File: src/hcbd_pkg.sv
`timescale 1ns / 1ps
// ----------------------------------------------------------------------------
// hcbd_pkg
// shared types and constants of the chunked body decoder
// ----------------------------------------------------------------------------
package hcbd_pkg;

    localparam int SIZE_W      = 64;      // width of a chunk size
    localparam int DIGIT_CNT_W = 5;       // digit counter and limit width
    localparam logic [DIGIT_CNT_W-1:0] MAX_DIGITS = DIGIT_CNT_W'(16);

    localparam logic [7:0] CH_CR = 8'h0D;
    localparam logic [7:0] CH_LF = 8'h0A;

    typedef enum logic [3:0] {
        PH_SIZE    = 4'd0,
        PH_SIZE_LF = 4'd1,
        PH_DATA    = 4'd2,
        PH_TRAIL_A = 4'd3,
        PH_TRAIL_B = 4'd4,
        PH_END_CR  = 4'd5,
        PH_END_LF  = 4'd6,
        PH_DONE    = 4'd7,
        PH_ERROR   = 4'd8
    } t_phase;

    typedef enum logic [2:0] {
        ST_NEED_MORE  = 3'd0,
        ST_PAYLOAD    = 3'd1,
        ST_SIZE_DONE  = 3'd2,
        ST_LAST_SIZE  = 3'd3,
        ST_CHUNK_DONE = 3'd4,
        ST_BODY_DONE  = 3'd5,
        ST_ERROR      = 3'd6,
        ST_IGNORED    = 3'd7
    } t_status;

    // classified input byte, as queued between front and back
    typedef struct packed {
        logic       start;
        logic [7:0] data;
        logic       is_cr;
        logic       is_lf;
        logic       is_hex;
        logic [3:0] hex_val;
    } t_item;

    // handshake between the queue and the executing back end
    typedef struct packed {
        logic  valid;
        t_item item;
    } t_queue_out;

endpackage

File: src/hcbd_front.sv
`timescale 1ns / 1ps
// ----------------------------------------------------------------------------
// hcbd_front
// byte classifier and two-entry queue towards the back end
// ----------------------------------------------------------------------------
module hcbd_front (
    input  logic                i_clk,
    input  logic                i_rst_n,
    input  logic                push,
    output logic                full,
    input  logic [7:0]          i_data_byte,
    input  logic                i_start_body,
    output hcbd_pkg::t_queue_out o_q,
    input  logic                i_q_pop
);
    import hcbd_pkg::*;

    t_item      cls;
    t_item      r_mem [2];
    logic       r_wptr, r_rptr;
    logic [1:0] r_count;
    logic       wr_en, rd_en;

    // classification
    always_comb begin
        cls         = '0;
        cls.start   = i_start_body;
        cls.data    = i_data_byte;
        cls.is_cr   = (i_data_byte == CH_CR);
        cls.is_lf   = (i_data_byte == CH_LF);
        if (i_data_byte >= 8'h30 && i_data_byte <= 8'h39) begin
            cls.is_hex  = 1'b1;
            cls.hex_val = 4'(i_data_byte - 8'h30);
        end else if (i_data_byte >= 8'h41 && i_data_byte <= 8'h46) begin
            cls.is_hex  = 1'b1;
            cls.hex_val = 4'(i_data_byte - 8'h37);
        end else if (i_data_byte >= 8'h61 && i_data_byte <= 8'h66) begin
            cls.is_hex  = 1'b1;
            cls.hex_val = 4'(i_data_byte - 8'h57);
        end
    end

    assign full    = (r_count == 2'd2);
    assign wr_en   = push && !full;
    assign rd_en   = i_q_pop && (r_count != 2'd0);
    assign o_q     = '{valid: (r_count != 2'd0), item: r_mem[r_rptr]};

    always_ff @(posedge i_clk) begin
        if (wr_en) begin
            r_mem[r_wptr] <= cls;
        end
    end

    always_ff @(posedge i_clk) begin
        if (!i_rst_n) begin
            r_wptr  <= 1'b0;
            r_rptr  <= 1'b0;
            r_count <= 2'd0;
        end else begin
            if (wr_en) r_wptr <= ~r_wptr;
            if (rd_en) r_rptr <= ~r_rptr;
            unique case ({wr_en, rd_en})
                2'b10:   r_count <= r_count + 2'd1;
                2'b01:   r_count <= r_count - 2'd1;
                default: r_count <= r_count;
            endcase
        end
    end

    a_count_bound: assert property (@(posedge i_clk) disable iff (!i_rst_n)
        r_count <= 2'd2)
        else $error("queue count above depth");
    a_pop_nonempty: assert property (@(posedge i_clk) disable iff (!i_rst_n)
        (i_q_pop && r_count == 2'd0 && !wr_en) |=> (r_count == 2'd0))
        else $error("pop of empty queue changed count");
    a_push_full: assert property (@(posedge i_clk) disable iff (!i_rst_n)
        (full && !rd_en) |=> (r_count == 2'd2))
        else $error("full queue lost an entry");

endmodule

File: src/hcbd_back.sv
`timescale 1ns / 1ps
// ----------------------------------------------------------------------------
// hcbd_back
// chunk phase machine and result register
// ----------------------------------------------------------------------------
module hcbd_back (
    input  logic                       i_clk,
    input  logic                       i_rst_n,
    input  logic                       i_cfg_we,
    input  logic [4:0]                 i_cfg_wdata,
    input  hcbd_pkg::t_queue_out       i_q,
    output logic                       o_q_pop,
    output logic                       empty,
    input  logic                       pop,
    output logic [2:0]                 o_status,
    output logic [7:0]                 o_payload_byte,
    output logic [hcbd_pkg::SIZE_W-1:0] o_chunk_length
);
    import hcbd_pkg::*;

    t_phase                 r_phase, n_phase, cur_phase;
    logic [SIZE_W-1:0]      r_accum, n_accum, cur_accum;
    logic [SIZE_W-1:0]      r_left, n_left, cur_left, dec_left;
    logic [DIGIT_CNT_W-1:0] r_digits, n_digits, cur_digits;
    logic [DIGIT_CNT_W-1:0] r_limit;
    logic                   r_out_valid;
    t_status                r_status, n_status;
    logic [7:0]             r_pay, n_pay;
    logic [SIZE_W-1:0]      r_len, n_len;
    logic                   take;
    t_item                  it;

    assign it      = i_q.item;
    assign o_q_pop = i_q.valid && (!r_out_valid || pop);
    assign take    = o_q_pop;

    // limit kept already clamped to 1..16
    always_ff @(posedge i_clk) begin
        if (!i_rst_n) begin
            r_limit <= MAX_DIGITS;
        end else if (i_cfg_we) begin
            if (i_cfg_wdata == '0)             r_limit <= DIGIT_CNT_W'(1);
            else if (i_cfg_wdata > MAX_DIGITS) r_limit <= MAX_DIGITS;
            else                               r_limit <= i_cfg_wdata;
        end
    end

    always_comb begin
        cur_phase  = it.start ? PH_SIZE : r_phase;
        cur_accum  = it.start ? '0 : r_accum;
        cur_left   = it.start ? '0 : r_left;
        cur_digits = it.start ? '0 : r_digits;
        dec_left   = (cur_left != '0) ? cur_left - SIZE_W'(1) : cur_left;

        n_phase  = cur_phase;
        n_accum  = cur_accum;
        n_left   = cur_left;
        n_digits = cur_digits;
        n_status = ST_NEED_MORE;
        n_pay    = '0;
        n_len    = '0;

        unique case (cur_phase)
            PH_SIZE: begin
                if (it.is_cr) begin
                    n_phase = PH_SIZE_LF;
                end else if (!it.is_hex || cur_digits >= r_limit ||
                             cur_accum[SIZE_W-1 -: 4] != 4'd0) begin
                    n_phase  = PH_ERROR;
                    n_status = ST_ERROR;
                end else begin
                    n_accum  = {cur_accum[SIZE_W-5:0], it.hex_val};
                    n_digits = cur_digits + DIGIT_CNT_W'(1);
                end
            end
            PH_SIZE_LF: begin
                if (!it.is_lf) begin
                    n_phase  = PH_ERROR;
                    n_status = ST_ERROR;
                end else if (cur_accum == '0) begin
                    n_phase  = PH_END_CR;
                    n_status = ST_LAST_SIZE;
                end else begin
                    n_phase  = PH_DATA;
                    n_left   = cur_accum;
                    n_status = ST_SIZE_DONE;
                    n_len    = cur_accum;
                end
            end
            PH_DATA: begin
                n_status = ST_PAYLOAD;
                n_pay    = it.data;
                n_left   = dec_left;
                if (dec_left == '0) n_phase = PH_TRAIL_A;
            end
            PH_TRAIL_A: begin
                n_phase = PH_TRAIL_B;
            end
            PH_TRAIL_B: begin
                n_phase  = PH_SIZE;
                n_accum  = '0;
                n_left   = '0;
                n_digits = '0;
                n_status = ST_CHUNK_DONE;
            end
            PH_END_CR: begin
                if (it.is_cr) begin
                    n_phase = PH_END_LF;
                end else begin
                    n_phase  = PH_ERROR;
                    n_status = ST_ERROR;
                end
            end
            PH_END_LF: begin
                if (it.is_lf) begin
                    n_phase  = PH_DONE;
                    n_status = ST_BODY_DONE;
                end else begin
                    n_phase  = PH_ERROR;
                    n_status = ST_ERROR;
                end
            end
            PH_DONE: begin
                n_status = ST_IGNORED;
            end
            default: begin
                n_phase  = PH_ERROR;
                n_status = ST_ERROR;
            end
        endcase
    end

    always_ff @(posedge i_clk) begin
        if (!i_rst_n) begin
            r_phase     <= PH_SIZE;
            r_accum     <= '0;
            r_left      <= '0;
            r_digits    <= '0;
            r_out_valid <= 1'b0;
        end else begin
            if (take) begin
                r_phase  <= n_phase;
                r_accum  <= n_accum;
                r_left   <= n_left;
                r_digits <= n_digits;
            end
            if (take)     r_out_valid <= 1'b1;
            else if (pop) r_out_valid <= 1'b0;
        end
    end

    always_ff @(posedge i_clk) begin
        if (take) begin
            r_status <= n_status;
            r_pay    <= n_pay;
            r_len    <= n_len;
        end
    end

    assign empty          = !r_out_valid;
    assign o_status       = r_status;
    assign o_payload_byte = r_pay;
    assign o_chunk_length = r_len;

    a_pay_zero: assert property (@(posedge i_clk) disable iff (!i_rst_n)
        (r_out_valid && r_status != ST_PAYLOAD) |-> (r_pay == 8'd0))
        else $error("payload byte set outside payload status");
    a_len_zero: assert property (@(posedge i_clk) disable iff (!i_rst_n)
        (r_out_valid && r_status != ST_SIZE_DONE) |-> (r_len == '0))
        else $error("chunk length set outside size_done");
    a_err_sticky: assert property (@(posedge i_clk) disable iff (!i_rst_n)
        (take && r_phase == PH_ERROR && !it.start) |=> (r_phase == PH_ERROR))
        else $error("error phase left without restart");
    a_digits: assert property (@(posedge i_clk) disable iff (!i_rst_n)
        r_digits <= MAX_DIGITS)
        else $error("digit count beyond limit");

endmodule

File: src/http_chunked_body_decoder.sv
`timescale 1ns / 1ps
// a pushed byte is written into the front queue, then its result into the result register
// throughput: one byte per cycle while the result side pops, push and pop may both happen every cycle
// the two-entry front queue and the result register let either side stall alone
// reset (i_rst_n low at a clock edge, synchronous) empties both sides,
// returns to a fresh size line and sets the digit limit to sixteen
// ----------------------------------------------------------------------------
// http_chunked_body_decoder
// byte-wide http/1.1 chunked transfer decoder, one result per input byte
// ----------------------------------------------------------------------------
module http_chunked_body_decoder (
    input  logic                        i_clk,
    input  logic                        i_rst_n,
    // configuration: digit limit of a size line
    input  logic                        i_cfg_we,
    input  logic [4:0]                  i_cfg_wdata,
    // input transactions
    input  logic                        push,
    output logic                        full,
    input  logic [7:0]                  i_data_byte,
    input  logic                        i_start_body,
    // result transactions
    output logic                        empty,
    input  logic                        pop,
    output logic [2:0]                  o_status,
    output logic [7:0]                  o_payload_byte,
    output logic [hcbd_pkg::SIZE_W-1:0] o_chunk_length
);
    import hcbd_pkg::*;

    t_queue_out q;      // head of the classified byte queue
    logic       q_pop;  // back end takes the head

    // front: classify each byte (cr, lf, hex digit) and queue it
    hcbd_front u_front (
        .i_clk        (i_clk),
        .i_rst_n      (i_rst_n),
        .push         (push),
        .full         (full),
        .i_data_byte  (i_data_byte),
        .i_start_body (i_start_body),
        .o_q          (q),
        .i_q_pop      (q_pop)
    );

    // back: phase machine, size accumulation, payload countdown,
    // and the result register that the result side pops
    hcbd_back u_back (
        .i_clk          (i_clk),
        .i_rst_n        (i_rst_n),
        .i_cfg_we       (i_cfg_we),
        .i_cfg_wdata    (i_cfg_wdata),
        .i_q            (q),
        .o_q_pop        (q_pop),
        .empty          (empty),
        .pop            (pop),
        .o_status       (o_status),
        .o_payload_byte (o_payload_byte),
        .o_chunk_length (o_chunk_length)
    );

    // every queued byte leaves only into a free or freeing result register
    a_no_overrun: assert property (@(posedge i_clk) disable iff (!i_rst_n)
        (!empty && !pop) |-> !q_pop)
        else $error("result overwritten before it was taken");

endmodule

File: config.mk
export PLATFORM = sky130hd
export DESIGN_NAME = http_chunked_body_decoder
export DESIGN_NICKNAME = d
export VERILOG_FILES = /design/src/hcbd_pkg.sv /design/src/hcbd_front.sv /design/src/hcbd_back.sv /design/src/http_chunked_body_decoder.sv
export SDC_FILE = /design/constraint.sdc
export NUM_CORES = 1
export LEC_CHECK = 0
export ABC_AREA = 1
export ABC_CLOCK_PERIOD_IN_PS = 4800
export BUFFER_PORTS_ARGS = -buffer_cell sky130_fd_sc_hd__buf_2
export CAP_MARGIN = 25
export CORE_AREA = 2 2 228 118
export CTS_BUF_LIST = sky130_fd_sc_hd__clkbuf_4 sky130_fd_sc_hd__clkbuf_8
export CTS_CLUSTER_DIAMETER = 30
export CTS_CLUSTER_SIZE = 14
export DETAILED_ROUTE_END_ITERATION = 10
export DIE_AREA = 0 0 230 120
export PLACE_DENSITY_LB_ADDON = 0.08
export SYNTH_ARGS = -nofsm -noshare
export SYNTH_HDL_FRONTEND = slang
export SYNTH_SLANG_ARGS = --single-unit
File: constraint.sdc
create_clock -name i_clk -period 4.8 [get_ports i_clk]
set_input_delay 0.24 -clock i_clk [delete_from_list [all_inputs] [get_ports i_clk]]
set_output_delay 0.24 -clock i_clk [all_outputs]
set_load 0.005 [all_outputs]
==> results of run 1 <==
-- final timing paths --
check | to | from
max | u_back.r_left[16]$_SDFFE_PN0P_ | flip-flop
min | u_front.r_wptr$_SDFFE_PN0P_ | push
max reg2reg | u_back.r_left[16]$_SDFFE_PN0P_ | flip-flop
min reg2reg | u_front.r_rptr$_SDFFE_PN0P_ | u_front.r_rptr$_SDFFE_PN0P_
-- layout make-up --
class                   count  area share, %
clock buffers              50           4.04
multi-input cells        1532           42.5
inverters                 316           7.05
flip-flops and latches    255           36.6
well taps                 352           2.61
clock inverters            24           1.57
repair buffers            142           5.62
-- cells in the final DEF, fill, tap and decap left out, drive strengths merged, types with 7 or more instances in the layout --
master / instances
nand3: 116
buf: 119
ha: 11
o2111ai: 12
a31oi: 22
a21oi: 281
nand2: 533
clkinvlp: 7
edfxtp: 107
dlygate4sd3: 23
dfxtp: 148
o21ai: 249
xor2: 9
nor4: 15
clkinv: 8
nor3: 8
inv: 322
clkbuf: 50
nor2: 222
nand4: 20
o211ai: 13
-- tightest hold or removal path, delay by kind of cell --
kind                   cells  cell delay [ns]
AOI/OAI and AO/OA          2             0.34
buffers and inverters      1             0.10
-- power by group --
part | internal (W) | switching (W)
Combinational | 0.00233 | 0.00607
Sequential | 0.00316 | 0.000511
Clock | 0.00115 | 0.00106
-- timing repair --
action                     4_1_cts  5_1_grt
setup endpoints to repair        0        0
hold endpoints to repair        24        0
hold buffers                    23        0
gates resized for setup          0        0
-- cells in the mapped netlist (2+ instances only) --
library cell	instances	area share, %
dfxtp_1	148	20
clkbuf_1	74	1.8
nand2_1	524	13
a221oi_1	3	0.17
clkinv_1	2	0.050
o311ai_0	3	0.17
inv_1	294	7.3
o21ai_0	235	7.8
xor2_1	9	0.52
o22ai_1	2	0.083
nand2_2	6	0.25
buf_6	7	0.52
nand3_1	115	3.8
edfxtp_1	107	21
a31oi_1	22	0.91
a21oi_1	281	9.3
o21ai_2	3	0.17
nand4_1	20	0.83
nor2_1	211	5.3
o21ai_1	10	0.33
and2_1	3	0.12
or2_2	2	0.083
buf_4	3	0.15
ha_1	11	0.91
buf_1	9	0.22
inv_2	19	0.47
nand3b_1	3	0.15
buf_2	27	0.90
nor2_4	5	0.37
o211ai_1	13	0.65
nor4_1	15	0.62
nor2_2	6	0.25
nand2_4	3	0.22
o2111ai_1	12	0.70
nor3_1	8	0.27
-- metal layers --
layer  GRT usage, %  part of all wire (%)
met1           59.8                    45
met2           51.5                    39
met3           9.46                    14
met4           9.11                   1.9
met5              0                     0
-- cell families after synthesis --
group           count (synthesis)  share of synthesized area [%]
simple gates                  922                           25.4
buf+inv                       436                           11.5
fa+ha+maj                      11                          0.913
compound gates                589                           20.7
flops                         255                           41.0
xor+xnor                       10                          0.581
-- stage by stage --
| stage | std cells | util [%] |
|---|---|---|
| final | 2671 | 65.5 |
| after global routing | 2671 | 65.5 |
| after CTS | 2670 | 65.5 |
| after detailed placement | 2573 | 60.9 |
| after global placement | 2573 | 60.9 |
| after floorplan | 2223 | - |
-- sequential cells by signal, summed over array words and instances, names as in the netlist, named ones only --
register,cells
u_front.r_mem,32
u_back.o_status,3
u_back.o_payload_byte,8
u_front.r_wptr,1
u_back.r_phase,4
u_back.o_chunk_length,64
u_back.r_out_valid,1
u_front.r_rptr,1
u_back.r_digits,5
u_back.r_limit,5
u_back.r_accum,64
u_back.r_left,64
u_front.r_count,2
==> qor.yml, run 1 <==
critical_path:
  cp_slowest_cell: "buf_4"
  worst-r2r-cell-count: 18
  critical_path.top_delay_family: "simple AND/OR/NAND/NOR gates"
  cp.depth: 18
  cp_max_fo: 63
  r2r_setup_slack_ns: 0.68
  arrival_ns: 4.62
  cpPeakStageDelay_ns: 0.66
  start_kind: "flip-flop"
  worst-setup-path-type: "reg2reg"
  cp_common_cell: "nand2_1"
  setup.worst_path.end_class: "flip-flop"
  required_ns: 5.30
  cp_cell_sequence: "inv_4 > nand2_4 > nand2_4 > buf_4 > nand2_1 > inv_1 > nor4_1 > nand4_1 > nor2_1 > nand2_1 > inv_2 > nor2_2 > o21ai_4 > buf_4 > nand2_1 > nand4_1 > o211ai_1 > inv_1"
  crit_buf_inv: 6
sta:
  tightest_slew_ns: 1.13
  fin_setup_tns_ns: 0
  grt_setup_unrepaired: "false"
  slew_headroom_pct: 25.0
  setup_viol: 0
  fin_worst_skew_ns: 0.0416
  post-route-period-util_pct: 85.8
  min_period_ns: 4.12
  drv_slew: 0
  hold_slack_ns: 0.137
  timing.fmax_ghz: 0.243
  hold_viol: 0
  setup_slack_ns: 0.682
clock_network:
  clk_latency_ns: 0.59
  clockBufferDepth: 3
  cts_setup_buffers: 0
  root_buffer: "clkbuf_8"
  clkTransAtPathRegs_ns: 0.08
  cts_tree: "built"
  cts.sinks: 255
  cts-htree-levels: 2
  cts_buffers: 40
die:
  die_w_um: 230
  rows: 42
  dieArea_mm2: 0.0276
  boundaryPins: 96
  design.core.area_mm2: 0.0257
  initial_core_util_pct: 58.5
  chipHeight_um: 120
hold_path:
  hold_depth: 3
  min_path_type: "in2reg"
layout:
  syn_to_final_growth_pct: 11.9
  drive_above_1_share_pct: 10.4
  insertedDiodeCount: 0
  stdcell_area_mm2: 0.0169
  seq_area_mm2: 0.00618
  multiInputGateArea_mm2: 0.00717
  finalNetCount: 2317
  fillers: 2259
detailed_routing:
  drc_errors: 0
  detail-route-antenna-nets: 0
  vias: 16200
  drt_first_pass_iters: 8
  vias_per_cell: 6.06
  initialDrtViolationCount: 2831
  avgRoutedWirePerCell_um: 20.0
  drt-total-wl_mm: 53.5
job:
  cap_violations: 0
global_routing:
  grt_pass1_vias: 14200
  overflow: 0
  antenna_found_initial: 0
  grt_pass1_wl_mm: 81.4
  grt_max_degree: 227
  grt_use_total_pct: 38.1
place:
  hpwl_mm: 36.8
  dp_slack_ns: 0.907
  place_area_mm2: 0.0157
  place.port_buffers: 95
  gp_congestion: 0.997
synthesis:
  synthCells: 2223
  ys_ff_latch: 255
  synth_warnings: 0
  syn-num-nets: 2253
  syn-cell-area_mm2: 0.0151
  synthArstFlopShare_pct: 0
  synth.distinct_cells: 43
  ys_seq_area_share_pct: 41.0
  synth_ff_type: "dfxtp_1"
  synth_edf_count: 107
  avgSynthCellArea_um2: 6.78
outcome:
  outcome: "finished clean"
power:
  power-per-cell-area_mw_per_mm2: 846
  total_power_w: 0.0143
  leakagePower_nw: 8.67
  max-vdd-ir-drop_mv: 0.575
No activity file was read; power rests on OpenSTA's default activity.
==> inputs of run 2 (changes only) <==
Settings changed: MAX_ROUTING_LAYER from default to met4.
==> qor.yml, run 2 (same netlist as run 1, synthesis figures left out) <==
critical_path:
  arrival_ns: 4.67  # was 4.62 ns
  cp_max_fo: 44  # was 63
  cp_cell_sequence: "inv_4 > nand2_4 > nand2_4 > buf_4 > o21ai_0 > nand2_1 > nor2_1 > nand2_1 > nor2_1 > nand2_4 > buf_4 > nand2_1 > nand3_1 > nor2_1 > nand3_1 > nor2_1 > nand3_1 > nand2_1 > nand2_1 > nand2_1 > nand2_1 > a21oi_1"  # was inv_4 > nand2_4 > nand2_4 > buf_4 > nand2_1 > inv_1 > nor4_1 > nand4_1 > nor2_1 > nand2_1 > inv_2 > nor2_2 > o21ai_4 > buf_4 > nand2_1 > nand4_1 > o211ai_1 > inv_1
  setup.worst_path.end_class: "flip-flop"  # unchanged
  crit_buf_inv: 3  # was 6
  required_ns: 5.31  # was 5.30 ns
  start_kind: "flip-flop"  # unchanged
  cp_slowest_cell: "dfxtp_1"  # was buf_4
  worst-setup-path-type: "reg2reg"  # unchanged
  cpPeakStageDelay_ns: 0.41  # was 0.66 ns
  cp_common_cell: "nand2_1"  # unchanged
  critical_path.top_delay_family: "simple AND/OR/NAND/NOR gates"  # unchanged
power:
  max-vdd-ir-drop_mv: 0.394  # was 0.575 mV
  power-per-cell-area_mw_per_mm2: 838  # was 846 mW/mm^2
  leakagePower_nw: 8.66  # was 8.67 nW
sta:
  tightest_slew_ns: 0.910  # was 1.13 ns
  drv_slew: 0  # unchanged
  fin_setup_tns_ns: 0  # unchanged
  slew_headroom_pct: 39.3  # was 25.0%
  post-route-period-util_pct: 86.5  # was 85.8%
  setup_slack_ns: 0.646  # was 0.682 ns
  hold_viol: 0  # unchanged
  grt_setup_unrepaired: "false"  # unchanged
  timing.fmax_ghz: 0.241  # was 0.243 GHz
  setup_viol: 0  # unchanged
  min_period_ns: 4.15  # was 4.12 ns
  fin_worst_skew_ns: 0.0211  # was 0.0416 ns
detailed_routing:
  drc_errors: 0  # unchanged
  vias: 16200  # about the same
  vias_per_cell: 6.07  # was 6.06
  avgRoutedWirePerCell_um: 20.0  # about the same
  drt-total-wl_mm: 53.5  # about the same
  drt_first_pass_iters: 9  # was 8
  initialDrtViolationCount: 2529  # was 2831
  detail-route-antenna-nets: 0  # unchanged
clock_network:
  cts_buffers: 37  # was 40
  root_buffer: "clkbuf_8"  # unchanged
  clockBufferDepth: 3  # unchanged
  clkTransAtPathRegs_ns: 0.09  # was 0.08 ns
  cts-htree-levels: 2  # unchanged
  cts_tree: "built"  # unchanged
  cts.sinks: 255  # unchanged
  clk_latency_ns: 0.59  # about the same
  cts_resized: 0  # unchanged
die:
  chipHeight_um: 120  # unchanged
  boundaryPins: 96  # unchanged
  design.core.area_mm2: 0.0257  # unchanged
  die_w_um: 230  # unchanged
  rows: 42  # unchanged
  dieArea_mm2: 0.0276  # unchanged
  initial_core_util_pct: 58.5  # unchanged
place:
  gp_congestion: 1.03  # was 0.997
  place_area_mm2: 0.0157  # about the same
  dp_cells: 2580  # was 2573
  place.port_buffers: 95  # unchanged
  dp_slack_ns: 0.833  # was 0.907 ns
  hpwl_mm: 37.5  # was 36.8 mm
layout:
  syn_to_final_growth_pct: 11.5  # was 11.9%
  final_common_cell: "nand2_1"  # unchanged
  stdcell_area_mm2: 0.0168  # was 0.0169 mm^2
  finalNetCount: 2322  # was 2317
  fin_cells: 2673  # was 2671
  final_cell_mix: "nand2_1, inv_1, a21oi_1"  # unchanged
  insertedDiodeCount: 0  # unchanged
  drive_above_1_share_pct: 10.4  # about the same
global_routing:
  grt_use_total_pct: 39.5  # was 38.1%
  grt_max_degree: 105  # was 227
  grt_pass1_vias: 14000  # was 14200
  antenna_found_initial: 0  # unchanged
  overflow: 0  # unchanged
  grt_pass1_wl_mm: 81.5  # was 81.4 mm
outcome:
  outcome: "finished clean"  # unchanged
hold_path:
  min_path_type: "in2reg"  # unchanged
job:
  cap_violations: 0  # unchanged
==> run 2: where the power goes <==
| group | total [W] | switching (W) | internal (W) |
|---|---|---|---|
| clock | 0.00202 | 0.000995 | 0.00103 |
| combinational | 0.00840 | 0.00603 | 0.00236 |
| sequential | 0.00366 | 0.000501 | 0.00316 |
==> run 2: per-stage QoR <==
| stage | hold slack [ns] | utilization, % | total power [W] |
|---|---|---|---|
| after global placement | 0.436 | 60.9 | 0.0115 |
| after detailed placement | 0.438 | 60.9 | 0.0116 |
| final | 0.138 | 65.2 | 0.0141 |
| after floorplan | 0.339 | - | 0.00905 |
| after CTS | 0.119 | 65.1 | 0.0137 |
| after global routing | 0.201 | 65.2 | 0.0150 |
==> run 2: repair_timing <==
item | CTS | global route
hold buffers | 23 | 0
buffers inserted | 0 | 0
endpoints found under the hold margin | 24 | 0
==> run 2: cell type report <==
cell class	count	area [um^2]
Clock buffer	46	602
Clock inverter	22	230
Fill cell	2246	8950
Inverter	316	1190
Multi-Input combinational cell	1532	7170
Sequential cell	255	6180
Tap cell	352	440
Timing Repair Buffer	150	991
==> run 2: path summary, 6_finish.rpt <==
check	slack, ns	cells past startpoint	to	start
setup / recovery	0.65	22	u_back.r_phase[0]$_SDFFE_PN0P_	flip-flop
hold / removal	0.14	3	u_front.r_wptr$_SDFFE_PN0P_	push
setup reg to reg	0.65	22	u_back.r_phase[0]$_SDFFE_PN0P_	flip-flop
hold reg to reg	0.47	2	u_back.r_digits[4]$_SDFFE_PN0P_	u_back.r_digits[4]$_SDFFE_PN0P_
==> run 2: routing by layer <==
layer	global-route usage, %	vias up	wire length, um
met5	-	-	0
met4	8.67	0	1030
met3	9.24	92	7910
met2	51.0	1225	20500
met1	61.3	7462	24100
li1	-	7438	-
==> run 2: worst reg2reg max path: cells and delay by family (launching register included) <==
kind / cells / cell delay, ns
DFF: 1 / 0.41
buffers and inverters: 3 / 0.89
and+or+nand+nor: 17 / 2.45
AOI/OAI and AO/OA: 2 / 0.34
